<file path="src/rtl/core/dcd_pkg.sv">
// Package for the door contact debouncer: codes, payload structs, sizing constants.
// No dependencies; every other file of the block but dcd_fifo refers to it by scoped names.

package dcd_pkg;

	// Width of a timestamp in milliseconds
	localparam int TimeBits = 48;

	// Default depths of the queue between front and back and of the result queue
	localparam int MidDepth = 2;
	localparam int OutDepth = 2;

	// Configuration register indexes
	localparam logic [1:0] CFG_DEBOUNCE_TIME    = 2'd0;
	localparam logic [1:0] CFG_UNSTABLE_TIMEOUT = 2'd1;
	localparam logic [1:0] CFG_CLOSED_POLARITY  = 2'd2;

	typedef enum logic [1:0] {
		ERR_NONE      = 2'd0,
		ERR_BACKWARDS = 2'd1,
		ERR_TIMEOUT   = 2'd2
	} err_t;

	typedef enum logic [1:0] {
		DOOR_UNKNOWN = 2'd0,
		DOOR_CLOSED  = 2'd1,
		DOOR_OPEN    = 2'd2
	} door_t;

	typedef enum logic [1:0] {
		HEALTH_UNKNOWN = 2'd0,
		HEALTH_OK      = 2'd1,
		HEALTH_WARNING = 2'd2
	} health_t;

	typedef enum logic {
		REASON_NONE     = 1'b0,
		REASON_UNSTABLE = 1'b1
	} reason_t;

	// Raw sample as pushed by the user
	typedef struct packed {
		logic                level;
		logic [TimeBits-1:0] time_ms;
	} sample_t;

	// Sample after classification, as held between front and back
	typedef struct packed {
		logic                cfg_bad;
		logic                level;
		logic [TimeBits-1:0] time_ms;
	} mid_item_t;

	// Result snapshot
	typedef struct packed {
		err_t                error_code;
		door_t               door_state;
		health_t             health;
		reason_t             health_reason;
		logic [TimeBits-1:0] last_change_ms;
	} result_t;

	// Live configuration seen by front and back
	typedef struct packed {
		logic [15:0] debounce_time;
		logic [31:0] unstable_timeout;
		logic        closed_polarity;
	} cfg_t;

endpackage

</file>
<file path="src/rtl/core/dcd_fifo.sv">
// Small first-in first-out queue of flip-flops, head shown combinationally.
// Generic in width and depth; used between front and back and for results.

module dcd_fifo #(
	parameter int WIDTH = 8,
	parameter int DEPTH = 2
) (
	input  logic             clk,
	input  logic             arst_n,
	input  logic             push,
	input  logic [WIDTH-1:0] wdata,
	output logic             full,
	input  logic             pop,
	output logic [WIDTH-1:0] rdata,
	output logic             empty
);

	localparam int PtrBits = (DEPTH > 1) ? $clog2(DEPTH) : 1;
	localparam int CntBits = $clog2(DEPTH + 1);
	localparam logic [PtrBits-1:0] LastPtr = PtrBits'(DEPTH - 1);
	localparam logic [CntBits-1:0] FullCnt = CntBits'(DEPTH);

	logic [WIDTH-1:0]   mem_q [DEPTH];
	logic [PtrBits-1:0] wr_ptr_q;
	logic [PtrBits-1:0] rd_ptr_q;
	logic [CntBits-1:0] count_q;
	logic               do_push;
	logic               do_pop;

	assign full    = (count_q == FullCnt);
	assign empty   = (count_q == '0);
	assign do_push = push && !full;
	assign do_pop  = pop && !empty;
	assign rdata   = mem_q[rd_ptr_q];

	// Advance pointers and occupancy
	always_ff @(posedge clk or negedge arst_n) begin
		if (!arst_n) begin
			wr_ptr_q <= '0;
			rd_ptr_q <= '0;
			count_q  <= '0;
		end else begin
			if (do_push) begin
				wr_ptr_q <= (wr_ptr_q == LastPtr) ? '0 : wr_ptr_q + 1'b1;
			end
			if (do_pop) begin
				rd_ptr_q <= (rd_ptr_q == LastPtr) ? '0 : rd_ptr_q + 1'b1;
			end
			if (do_push && !do_pop) begin
				count_q <= count_q + 1'b1;
			end else if (do_pop && !do_push) begin
				count_q <= count_q - 1'b1;
			end
		end
	end

	// Store pushed entries
	always_ff @(posedge clk) begin
		if (do_push) begin
			mem_q[wr_ptr_q] <= wdata;
		end
	end

endmodule

</file>
<file path="src/rtl/core/dcd_front.sv">
// Front of the debouncer: takes raw samples, flags a bad timeout setting, queues them.
// Depends on dcd_pkg and dcd_fifo.

module dcd_front #(
	parameter int DEPTH = dcd_pkg::MidDepth
) (
	input  logic               clk,
	input  logic               arst_n,
	input  dcd_pkg::cfg_t      cfg,
	input  logic               push,
	input  dcd_pkg::sample_t   sample,
	output logic               full,
	input  logic               take,
	output dcd_pkg::mid_item_t head,
	output logic               head_empty
);

	dcd_pkg::mid_item_t item;

	// Classify: a timeout below the debounce time rejects the sample outright
	always_comb begin
		item.cfg_bad = ({16'd0, cfg.debounce_time} > cfg.unstable_timeout);
		item.level   = sample.level;
		item.time_ms = sample.time_ms;
	end

	dcd_fifo #(
		.WIDTH($bits(dcd_pkg::mid_item_t)),
		.DEPTH(DEPTH)
	) u_mid_fifo (
		.clk   (clk),
		.arst_n(arst_n),
		.push  (push),
		.wdata (item),
		.full  (full),
		.pop   (take),
		.rdata (head),
		.empty (head_empty)
	);

endmodule

</file>
<file path="src/rtl/core/dcd_back.sv">
// Back of the debouncer: applies each sample to the debounce state, queues a snapshot.
// Depends on dcd_pkg and dcd_fifo.

module dcd_back #(
	parameter int DEPTH = dcd_pkg::OutDepth
) (
	input  logic               clk,
	input  logic               arst_n,
	input  dcd_pkg::cfg_t      cfg,
	input  dcd_pkg::mid_item_t head,
	input  logic               head_empty,
	output logic               take,
	input  logic               pop,
	output dcd_pkg::result_t   result,
	output logic               empty
);

	localparam int TB = dcd_pkg::TimeBits;

	logic             out_full;
	logic             go;
	dcd_pkg::result_t res;

	// Debounce state
	logic              seen_q, n_seen;
	logic [TB-1:0]     prev_q, n_prev;
	logic              acc_q, n_acc;
	logic              has_acc_q, n_has_acc;
	logic              in_tr_q, n_in_tr;
	logic              cand_level_q, n_cand_level;
	logic [TB-1:0]     cand_start_q, n_cand_start;
	logic [TB-1:0]     tr_start_q, n_tr_start;
	dcd_pkg::door_t    door_q, n_door;
	dcd_pkg::health_t  health_q, n_health;
	dcd_pkg::reason_t  reason_q, n_reason;
	logic [TB-1:0]     change_q, n_change;

	logic              fresh;
	logic              held;
	logic              stale;
	dcd_pkg::err_t     err;

	assign go   = !head_empty && !out_full;
	assign take = go;

	// Work out the next state for the sample at the head
	always_comb begin
		n_seen       = seen_q;
		n_prev       = prev_q;
		n_acc        = acc_q;
		n_has_acc    = has_acc_q;
		n_in_tr      = in_tr_q;
		n_cand_level = cand_level_q;
		n_cand_start = cand_start_q;
		n_tr_start   = tr_start_q;
		n_door       = door_q;
		n_health     = health_q;
		n_reason     = reason_q;
		n_change     = change_q;
		fresh        = 1'b0;
		held         = 1'b0;
		stale        = 1'b0;
		err          = dcd_pkg::ERR_NONE;
		if (head.cfg_bad) begin
			err = dcd_pkg::ERR_TIMEOUT;
		end else if (seen_q && (head.time_ms < prev_q)) begin
			err = dcd_pkg::ERR_BACKWARDS;
		end else begin
			n_prev = head.time_ms;
			n_seen = 1'b1;
			if (in_tr_q || !has_acc_q || (head.level != acc_q)) begin
				n_in_tr = 1'b1;
				fresh   = !in_tr_q || (head.level != cand_level_q);
				if (!in_tr_q) begin
					n_tr_start = head.time_ms;
				end
				if (fresh) begin
					n_cand_level = head.level;
					n_cand_start = head.time_ms;
				end
				// A fresh candidate has held for zero time
				held = fresh ? (cfg.debounce_time == '0)
					: ((head.time_ms - cand_start_q) >= TB'(cfg.debounce_time));
				stale = !in_tr_q ? (cfg.unstable_timeout == '0)
					: ((head.time_ms - tr_start_q) >= TB'(cfg.unstable_timeout));
				if (held) begin
					n_door    = (head.level == cfg.closed_polarity) ?
						dcd_pkg::DOOR_CLOSED : dcd_pkg::DOOR_OPEN;
					n_acc     = head.level;
					n_has_acc = 1'b1;
					n_in_tr   = 1'b0;
					n_health  = dcd_pkg::HEALTH_OK;
					n_reason  = dcd_pkg::REASON_NONE;
				end else if (stale) begin
					n_door   = dcd_pkg::DOOR_UNKNOWN;
					n_health = dcd_pkg::HEALTH_WARNING;
					n_reason = dcd_pkg::REASON_UNSTABLE;
				end
				if (n_door != door_q) begin
					n_change = head.time_ms;
				end
			end
		end
		res.error_code     = err;
		res.door_state     = n_door;
		res.health         = n_health;
		res.health_reason  = n_reason;
		res.last_change_ms = n_change;
	end

	// Commit state when the sample transfers to the result queue
	always_ff @(posedge clk or negedge arst_n) begin
		if (!arst_n) begin
			seen_q       <= 1'b0;
			prev_q       <= '0;
			acc_q        <= 1'b0;
			has_acc_q    <= 1'b0;
			in_tr_q      <= 1'b0;
			cand_level_q <= 1'b0;
			cand_start_q <= '0;
			tr_start_q   <= '0;
			door_q       <= dcd_pkg::DOOR_UNKNOWN;
			health_q     <= dcd_pkg::HEALTH_UNKNOWN;
			reason_q     <= dcd_pkg::REASON_NONE;
			change_q     <= '0;
		end else if (go) begin
			seen_q       <= n_seen;
			prev_q       <= n_prev;
			acc_q        <= n_acc;
			has_acc_q    <= n_has_acc;
			in_tr_q      <= n_in_tr;
			cand_level_q <= n_cand_level;
			cand_start_q <= n_cand_start;
			tr_start_q   <= n_tr_start;
			door_q       <= n_door;
			health_q     <= n_health;
			reason_q     <= n_reason;
			change_q     <= n_change;
		end
	end

	dcd_fifo #(
		.WIDTH($bits(dcd_pkg::result_t)),
		.DEPTH(DEPTH)
	) u_out_fifo (
		.clk   (clk),
		.arst_n(arst_n),
		.push  (go),
		.wdata (res),
		.full  (out_full),
		.pop   (pop),
		.rdata (result),
		.empty (empty)
	);

endmodule

</file>
<file path="src/rtl/core/door_contact_debouncer.sv">
// Top level of the door contact debouncer: configuration registers, front and back.
// Depends on dcd_pkg, dcd_front, dcd_back (and through them dcd_fifo).
//
//   channel   handshake                 payload
//   --------  ------------------------  -----------------------------------
//   sample    push / full               sample   (level, time_ms)
//   result    pop / empty               result   (error_code .. last_change_ms)
//   config    cfg_valid / cfg_ready     cfg_index, cfg_data
//
// One sample per clock sustained while results are popped as they appear. A taken sample
// sits in the front queue, is applied to the state and written to the result queue once
// that queue has room, and is on the result ports once it reaches the head of that queue.
// Reset clears all state and loads the default configuration; no clearing pass.
// A stalled result side fills the result queue, then the front queue, then full rises.
// Configuration writes are always taken (cfg_ready is tied high).

module door_contact_debouncer #(
	parameter int MID_DEPTH = dcd_pkg::MidDepth,
	parameter int OUT_DEPTH = dcd_pkg::OutDepth
) (
	input  logic             clk,
	input  logic             arst_n,
	input  logic             push,
	input  dcd_pkg::sample_t sample,
	output logic             full,
	input  logic             pop,
	output dcd_pkg::result_t result,
	output logic             empty,
	input  logic             cfg_valid,
	output logic             cfg_ready,
	input  logic [1:0]       cfg_index,
	input  logic [31:0]      cfg_data
);

	dcd_pkg::cfg_t      cfg_q;
	dcd_pkg::mid_item_t head;
	logic               head_empty;
	logic               take;
	logic               cfg_we;

	assign cfg_ready = 1'b1;
	assign cfg_we    = cfg_valid && cfg_ready;

	// Hold configuration; write the addressed register
	always_ff @(posedge clk or negedge arst_n) begin
		if (!arst_n) begin
			cfg_q.debounce_time    <= 16'd50;
			cfg_q.unstable_timeout <= 32'd1000;
			cfg_q.closed_polarity  <= 1'b0;
		end else if (cfg_we) begin
			case (cfg_index)
				dcd_pkg::CFG_DEBOUNCE_TIME: begin
					cfg_q.debounce_time <= cfg_data[15:0];
				end
				dcd_pkg::CFG_UNSTABLE_TIMEOUT: begin
					cfg_q.unstable_timeout <= cfg_data;
				end
				dcd_pkg::CFG_CLOSED_POLARITY: begin
					cfg_q.closed_polarity <= cfg_data[0];
				end
				default: begin
				end
			endcase
		end
	end

	dcd_front #(
		.DEPTH(MID_DEPTH)
	) u_front (
		.clk       (clk),
		.arst_n    (arst_n),
		.cfg       (cfg_q),
		.push      (push),
		.sample    (sample),
		.full      (full),
		.take      (take),
		.head      (head),
		.head_empty(head_empty)
	);

	dcd_back #(
		.DEPTH(OUT_DEPTH)
	) u_back (
		.clk       (clk),
		.arst_n    (arst_n),
		.cfg       (cfg_q),
		.head      (head),
		.head_empty(head_empty),
		.take      (take),
		.pop       (pop),
		.result    (result),
		.empty     (empty)
	);

endmodule

</file>
<file path="config.mk">
export PLATFORM = sky130hd
export DESIGN_NAME = door_contact_debouncer
export DESIGN_NICKNAME = d
export VERILOG_FILES = /design/src/rtl/core/dcd_pkg.sv /design/src/rtl/core/dcd_fifo.sv /design/src/rtl/core/dcd_front.sv /design/src/rtl/core/dcd_back.sv /design/src/rtl/core/door_contact_debouncer.sv
export SDC_FILE = /design/constraint.sdc
export NUM_CORES = 1
export LEC_CHECK = 0
export BUFFER_PORTS_ARGS = -buffer_cell sky130_fd_sc_hd__buf_4
export CAP_MARGIN = 25
export CORE_UTILIZATION = 50
export CTS_CLUSTER_DIAMETER = 100
export DETAILED_ROUTE_END_ITERATION = 10
export PLACE_DENSITY_LB_ADDON = 0.05
export SYNTH_ARGS = -nofsm -noshare
export SYNTH_HDL_FRONTEND = slang
export SYNTH_SLANG_ARGS = --single-unit
</file>
<file path="constraint.sdc">
create_clock -name clk -period 6.6 [get_ports clk]
set_clock_uncertainty 0.1 [all_clocks]
set_input_delay 0.99 -clock clk [delete_from_list [all_inputs] [get_ports clk]]
set_output_delay 0.99 -clock clk [all_outputs]
set_load 0.02 [all_outputs]
</file>
==> summary.md, run 1 <==
| Metric | Value |
|---|---|
| Routed WL per cell | 21.9 um |
| Final antenna-violating net count | 0 |
| Critical path fanouts, max | 7 |
| Die Y | 234 um |
| # IOs | 146 |
| GRT Residual Overflow | 0 |
| R2R setup slack | 90 ps |
| Reg2reg path depth | 27 |
| Worst Tran Pin Value | 1060 ps |
| Yosys Warn Count | 0 |
| GP Congestion | 0.966 |
| TritonCTS buffer count | 51 |
| Top cell type's share of synthesized area | 23.4% |
| Crit path kind | register to register |
| CTS tree | built |
| Synth area leaders | edfxtp_1 (23%), dfrtp_1 (23%), ha_1 (9.7%), mux2_2 (8.0%), o21ai_0 (4.6%) |
| Vias in the first global route | 20551 |
| Most frequent cells in the layout | buf_4 (345), nand2_1 (267), dfrtp_1 (248) |
| Antenna violations before repair | 0 |
| Synth Cell Area | 26900 um2 |
| Yosys top cell by area | edfxtp_1 |
| Worst min path class | input pin to async pin |
| Final setup fails | 0 |
| Fmax achieved | 0.154 GHz |
| Largest net degree at the start of global routing | 97 |
| Status | finished, violations left |
| DP HPWL | 58.8 mm |
| NumNets Final | 3171 |
| Netlist cell types | 84 |
| Initial Util | 50.9% |
| Core Box Area | 52900 um2 |
| Max cap viols | 0 |
| Tcrit/Tclk final | 98.6% |
| Final Max Slew Viols | 0 |
| Die area | 54800 um2 |
| Buffers and inverters on the worst path | 6 |
| Delay of the slowest critical-path stage | 440 ps |
| Crit path capture type | register |
| CP delay by family, top | compound AO/OA/AOI/OAI gates |
| Final worst-path setup slack | 94.9 ps |
| Clk sinks | 469 |
| Port Buffers | 144 |
| Pre-CTS setup slack | -448 ps |
| Yosys reg bits | 469 |
| CP startpoint kind | register |
| Syn_area_per_cell | 10.6 um2 |
| All-layer global routing usage | 28.5% |
| Commonest non-fill, non-tap cell in the layout | buf_4 |
| Clock tree buffer depth | 3 |
| RSZ-0062 raised after global routing | true |
| Ys async rst share | 55.2% |
| Htree depth | 2 |
| Clk_lat worst skew | 600 ps |
| Failing checks | DRC |
| Sequential area share after synthesis | 47.5% |
| DR pass1 iterations | 8 |
| Ant diodes | 0 |
| Worst EP required | 6840 ps |
| CP Data Arrival Time | 6750 ps |
| Slew HR | 28.8% |
| Via count | 20739 |
| Layout area overhead | 21.4% |
| Die X | 234 um |
| Post-synth EDFFs | 210 |
| Vias per std cell | 5.75 |
| Fin crit period | 6510 ps |
| Worst path depth | 27 |
| Final Hold Fails | 0 |
| DRT iter0 DRCs | 1424 |
| R2R Path Start | u_front.u_mid_fifo.rd_ptr_q$_DFFE_PN0P_ |
| Share of cells above drive strength 1 | 27.3% |
| Mapped Cells | 2551 |
| Cell Rows | 84 |
| Drt total wl | 79.0 mm |
| Drt drc | 10 |
| Clock transition at path regs | 60 ps |
| FILL cells | 4391 |
| Dominant synthesized flop cell | dfrtp_1 |
| Net count after synthesis | 2849 |
| Slowest cell on the critical path | a2111oi_1 |
| Root Buffer Master | clkbuf_16 |
| Global-route wire length before repair | 118 mm |
| R2r endpoint | u_back.u_out_fifo.mem_q[0][43]$_DFFE_PP_ |
[Yosys cell counts (all sizes together) (7+ instances only)]
| library cell | instances |
|---|---|
| a21oi | 159 |
| and3 | 8 |
| nand4 | 68 |
| clkbuf | 78 |
| nor2b | 10 |
| a211oi | 17 |
| inv | 221 |
| buf | 27 |
| nor4 | 24 |
| o21a | 21 |
| a2111oi | 8 |
| nand2b | 19 |
| a21o | 43 |
| ha | 208 |
| a31oi | 13 |
| o21ai | 256 |
| dfrtp | 250 |
| xor2 | 32 |
| nor2 | 95 |
| nand2 | 270 |
| nor3 | 29 |
| xnor2 | 43 |
| mux2i | 14 |
| dfstp | 9 |
| or3 | 14 |
| edfxtp | 210 |
| mux2 | 231 |
| nand3 | 21 |
| a211o | 7 |
| o211ai | 11 |
| o21bai | 14 |
| nor3b | 7 |
| and2 | 10 |
| a221oi | 7 |
[kinds of logic after synthesis]
group	share of synthesized area [%]
simple gates	10.7
xor+xnor	2.44
mux	10.8
compound gates	14.0
other cells	0.0139
fa+ha+maj	9.81
buf+inv	4.79
flops	47.5
[through the flow]
stage / hold slack, ps / util (%) / area [um2] / TNS [ps] / instances
global route: 321 / 61.8 / 32700 / -10240 / 3604
CTS: 308 / 60.3 / 31900 / 0 / 3587
floorplan: 330 / - / 26900 / 0 / 2551
detailed placement: 360 / 56.8 / 30000 / -54270 / 3484
finish: 285 / 61.8 / 32700 / 0 / 3604
global placement: 344 / 56.8 / 30000 / -23370 / 3484
[worst max-delay path by stage]
stage	start	end	slack [ps]
after floorplan	u_front.u_mid_fifo.rd_ptr_q$_DFFE_PN0P_	u_back.u_out_fifo.mem_q[0][28]$_DFFE_PP_	50
after global placement	u_front.u_mid_fifo.rd_ptr_q$_DFFE_PN0P_	u_back.u_out_fifo.mem_q[0][27]$_DFFE_PP_	-220
after detailed placement	u_front.u_mid_fifo.rd_ptr_q$_DFFE_PN0P_	u_back.u_out_fifo.mem_q[0][27]$_DFFE_PP_	-450
after CTS	u_front.u_mid_fifo.rd_ptr_q$_DFFE_PN0P_	u_back.u_out_fifo.mem_q[0][13]$_DFFE_PP_	2
after global routing	u_front.u_mid_fifo.rd_ptr_q$_DFFE_PN0P_	u_back.u_out_fifo.mem_q[0][43]$_DFFE_PP_	-120
final	u_front.u_mid_fifo.rd_ptr_q$_DFFE_PN0P_	u_back.u_out_fifo.mem_q[0][43]$_DFFE_PP_	90
[flip-flops by register name (all words and copies together), names as in the netlist, 2 cells and up]
signal,cells
u_back.u_out_fifo.mem_q,110
u_front.u_mid_fifo.mem_q,100
cfg_q,49
u_back.cand_start_q,48
u_back.change_q,48
u_back.prev_q,48
u_back.tr_start_q,48
u_back.door_q,2
u_back.health_q,2
u_back.u_out_fifo.count_q,2
u_front.u_mid_fifo.count_q,2
[timing repair]
action | 4_1_cts | 5_1_grt
pin swaps | 11 | 53
resized for setup | 25 | 129
hold buffers | 0 | 0
setup endpoints to repair | 146 | 144
setup buffers | 5 | 12
cloned | 2 | 5
[layer usage]
layer	share of wire, %	global-route usage, %	routed length (um)	up-vias
met4	3.0	10.0	2370	0
li1	-	-	-	9875
met1	46	40.5	36500	10206
met5	0	0	0	-
met3	5.8	4.57	4550	117
met2	45	44.1	35600	541
[worst register-to-register path, delay by kind of cell, from the launching register on]
family                   cells  cell delay (ps)
adder cells (fa/ha/maj)      2              620
buffers and inverters        6              990
AO/OA/AOI/OAI                6             1610
AND/OR/NAND/NOR              9             1410
flip-flops                   1              380
XOR/XNOR                     1              160
multiplexers                 3             1010
[layout make-up]
type / count / area, um2 / area share, %
Multi-Input combinational cell: 1756 / 13500 / 41.2
Sequential cell: 469 / 12800 / 39.2
Timing Repair Buffer: 374 / 3090 / 9.44
Clock buffer: 75 / 1440 / 4.40
Tap cell: 688 / 861 / 2.63
Inverter: 221 / 830 / 2.54
Clock inverter: 21 / 201 / 0.616
Power of run 1 is not shown: default switching activity piles up to over one toggle a cycle in this logic, so the estimate is an artifact.
==> run 2: changes to the inputs <==
==> constraint.sdc (replaced) <==
create_clock -name clk -period 7.85 [get_ports clk]
set_clock_uncertainty 0.1 [all_clocks]
set_input_delay 1.1775 -clock clk [delete_from_list [all_inputs] [get_ports clk]]
set_output_delay 1.1775 -clock clk [all_outputs]
set_load 0.02 [all_outputs]
==> summary.md, run 2 (synthesis results as in run 1) <==
| Metric | Value |
|---|---|
| Worst Tran Pin Value | 924 ps (-136 ps) |
| Fmax achieved | 0.134 GHz (-13%) |
| Biggest register | u_back.u_out_fifo.mem_q |
| Drt total wl | 76.1 mm (-3.8%) |
| Cts hold-fix bufs | 0 (unchanged) |
| Crit path capture type | register |
| Port Buffers | 144 (unchanged) |
| Global-route wire length before repair | 116 mm (-1.9%) |
| Sum Neg Setup Slack | 0 ps (unchanged) |
| Share of cells above drive strength 1 | 19.6% (-7.7 points) |
| NumNets Final | 2981 (-6.0%) |
| Root Buffer Master | clkbuf_16 |
| Ant diodes | 0 (unchanged) |
| Failing checks | DRC |
| Via count | 19965 (-3.7%) |
| Clk_lat worst skew | 600 ps (about the same) |
| Die area | 54800 um2 (unchanged) |
| Commonest non-fill, non-tap cell in the layout | nand2_1 |
| Largest net degree at the start of global routing | 98 (+1.0%) |
| Delay of the slowest critical-path stage | 610 ps (+170 ps) |
| Cell Chain, Critical Path | mux2_2 > ha_1 > nand2_1 > a2111oi_0 > nor3b_1 > o41ai_2 > buf_4 > a31oi_1 > o21ai_0 > xor2_1 > ha_1 > or4_1 > a21oi_1 > o21ai_0 > a221oi_1 > nand4_1 > a2111oi_0 > o2111a_1 > a31oi_1 > or2_1 > nand4b_4 > buf_12 > mux2_2 |
| Htree depth | 2 (unchanged) |
| Max cap viols | 0 (unchanged) |
| Vias per std cell | 5.85 (+1.7%) |
| # IOs | 146 (unchanged) |
| Core Util, Final | 57.7% (-4.1 points) |
| DRT iter0 DRCs | 1288 (-9.6%) |
| Final Hold Fails | 0 (unchanged) |
| Vias in the first global route | 19636 (-4.5%) |
| Die Y | 234 um (unchanged) |
| Fin area | 30500 um2 (-6.7%) |
| Worst min path class | input pin to async pin |
| TritonCTS buffer count | 51 (unchanged) |
| Fin crit period | 7460 ps (+959 ps) |
| Antenna violations before repair | 0 (unchanged) |
| DP HPWL | 56.8 mm (-3.3%) |
| DR pass1 iterations | 8 (unchanged) |
| Crit path kind | register to register |
| Die X | 234 um (unchanged) |
| Layout area overhead | 13.3% |
| Critical path fanouts, max | 39 (+32) |
| Clock tree buffer depth | 3 (unchanged) |
| Top flop regs | u_back.u_out_fifo.mem_q (110), u_front.u_mid_fifo.mem_q (100), cfg_q (49) |
| Max FFs per register | 110 (unchanged) |
| GP Congestion | 0.969 (+0.26%) |
| DP Area | 28800 um2 (-4.2%) |
| CP Data Arrival Time | 7700 ps (+950 ps) |
| Final antenna-violating net count | 0 (unchanged) |
| Tcrit/Tclk final | 95.1% (-3.5 points) |
| Worst hold-check slack | 373 ps (+87.8 ps) |
| Routed WL per cell | 22.3 um (+1.6%) |
| Final setup fails | 0 (unchanged) |
| Core Box Area | 52900 um2 (unchanged) |
| Status | finished, violations left |
| All-layer global routing usage | 27.9% (-0.61 points) |
| CP delay by family, top | compound AO/OA/AOI/OAI gates |
| Drt drc | 10 (unchanged) |
| Clock transition at path regs | 60 ps (about the same) |
| Buffers and inverters on the worst path | 2 (-4) |
| Clk sinks | 469 (unchanged) |
| Cell Rows | 84 (unchanged) |
| Routed wl met2 | 33.6 mm (-5.6%) |
| M1 WL | 36.9 mm (+1.0%) |
| CP startpoint kind | register |
| Most frequent cells in the layout | nand2_1 (270), dfrtp_1 (248), o21ai_0 (245) |
| WL met3 | 3.82 mm (-16%) |
| CTS tree | built |
| GRT Residual Overflow | 0 (unchanged) |
| Worst EP required | 8090 ps (+1250 ps) |
| Slew HR | 38.4% (+9.6 points) |
| Slowest cell on the critical path | a2111oi_0 |
| DR top layer | met4 |
| RSZ-0062 raised after global routing | false |
| Initial Util | 50.9% (unchanged) |
| Final Max Slew Viols | 0 (unchanged) |
==> run 2: cell types whose count changed in the layout (fill, tap and decap cells not counted), moves of 7 or more <==
| cell | change |
|---|---|
| buf_4 | -167 |
| ha_1 | +19 |
| a21oi_1 | +14 |
| ha_4 | -14 |
| a21oi_2 | -11 |
| buf_6 | -11 |
| o21ai_0 | +11 |
| mux2_2 | +7 |
| mux2_4 | -7 |
| o21ai_1 | -7 |
==> run 2: final cells by class <==
cell class	instances	area (um2)
Timing Repair Buffer	184	1470
Clock buffer	76	1460
Sequential cell	469	12800
Tap cell	688	861
Fill cell	4541	22400
Inverter	221	830
Multi-Input combinational cell	1756	12900
Clock inverter	19	190
==> run 2: layer usage <==
layer  GRT usage (%)  vias up
met4            7.12        0
met1            41.8     9874
met3            3.32      100
met5               0        -
met2            42.8      510
li1                -     9481
==> run 2: what timing repair did <==
action | 4_1_cts | 5_1_grt
buffers inserted | 0 | 0
resized for setup | 0 | 2
setup endpoints to repair | 0 | 135
==> run 2: through the flow <==
step / std cells / setup slack (ps)
after floorplan: 2551 / 967
after global placement: 3316 / 467
after detailed placement: 3316 / 309
after CTS: 3411 / 282
after global routing: 3413 / 12.6
final: 3413 / 386
==> run 2: worst paths after layout <==
check / startpoint / end / slack [ps] / cells after the start
setup / recovery: u_front.u_mid_fifo.rd_ptr_q$_DFFE_PN0P_ / u_back.u_out_fifo.mem_q[0][22]$_DFFE_PP_ / 390 / 23
hold / removal: arst_n / u_back.has_acc_q$_DFFE_PN0P_ / 370 / 1
setup reg to reg: u_front.u_mid_fifo.rd_ptr_q$_DFFE_PN0P_ / u_back.u_out_fifo.mem_q[0][22]$_DFFE_PP_ / 390 / 23
hold reg to reg: u_back.has_acc_q$_DFFE_PN0P_ / u_back.has_acc_q$_DFFE_PN0P_ / 380 / 1
max in group asynchronous: arst_n / u_back.change_q[29]$_DFFE_PN0P_ / 6030 / 2
min in group clk: u_back.has_acc_q$_DFFE_PN0P_ / u_back.has_acc_q$_DFFE_PN0P_ / 380 / 1
==> run 2: worst register-to-register path, stage by stage, from the launching register on <==
cell       delay, ps
dfrtp_4          570
mux2_2           490
ha_1             500
nand2_1          140
a2111oi_0        610
nor3b_1          280
o41ai_2          320
buf_4            190
a31oi_1          150
o21ai_0          270
xor2_1           150
ha_1             220
or4_1            490
a21oi_1          120
o21ai_0           90
a221oi_1         270
nand4_1          130
a2111oi_0        440
o2111a_1         260
a31oi_1          150
or2_1            360
nand4b_4         150
buf_12           280
mux2_2           470
Power of run 2 is left out for the same reason.
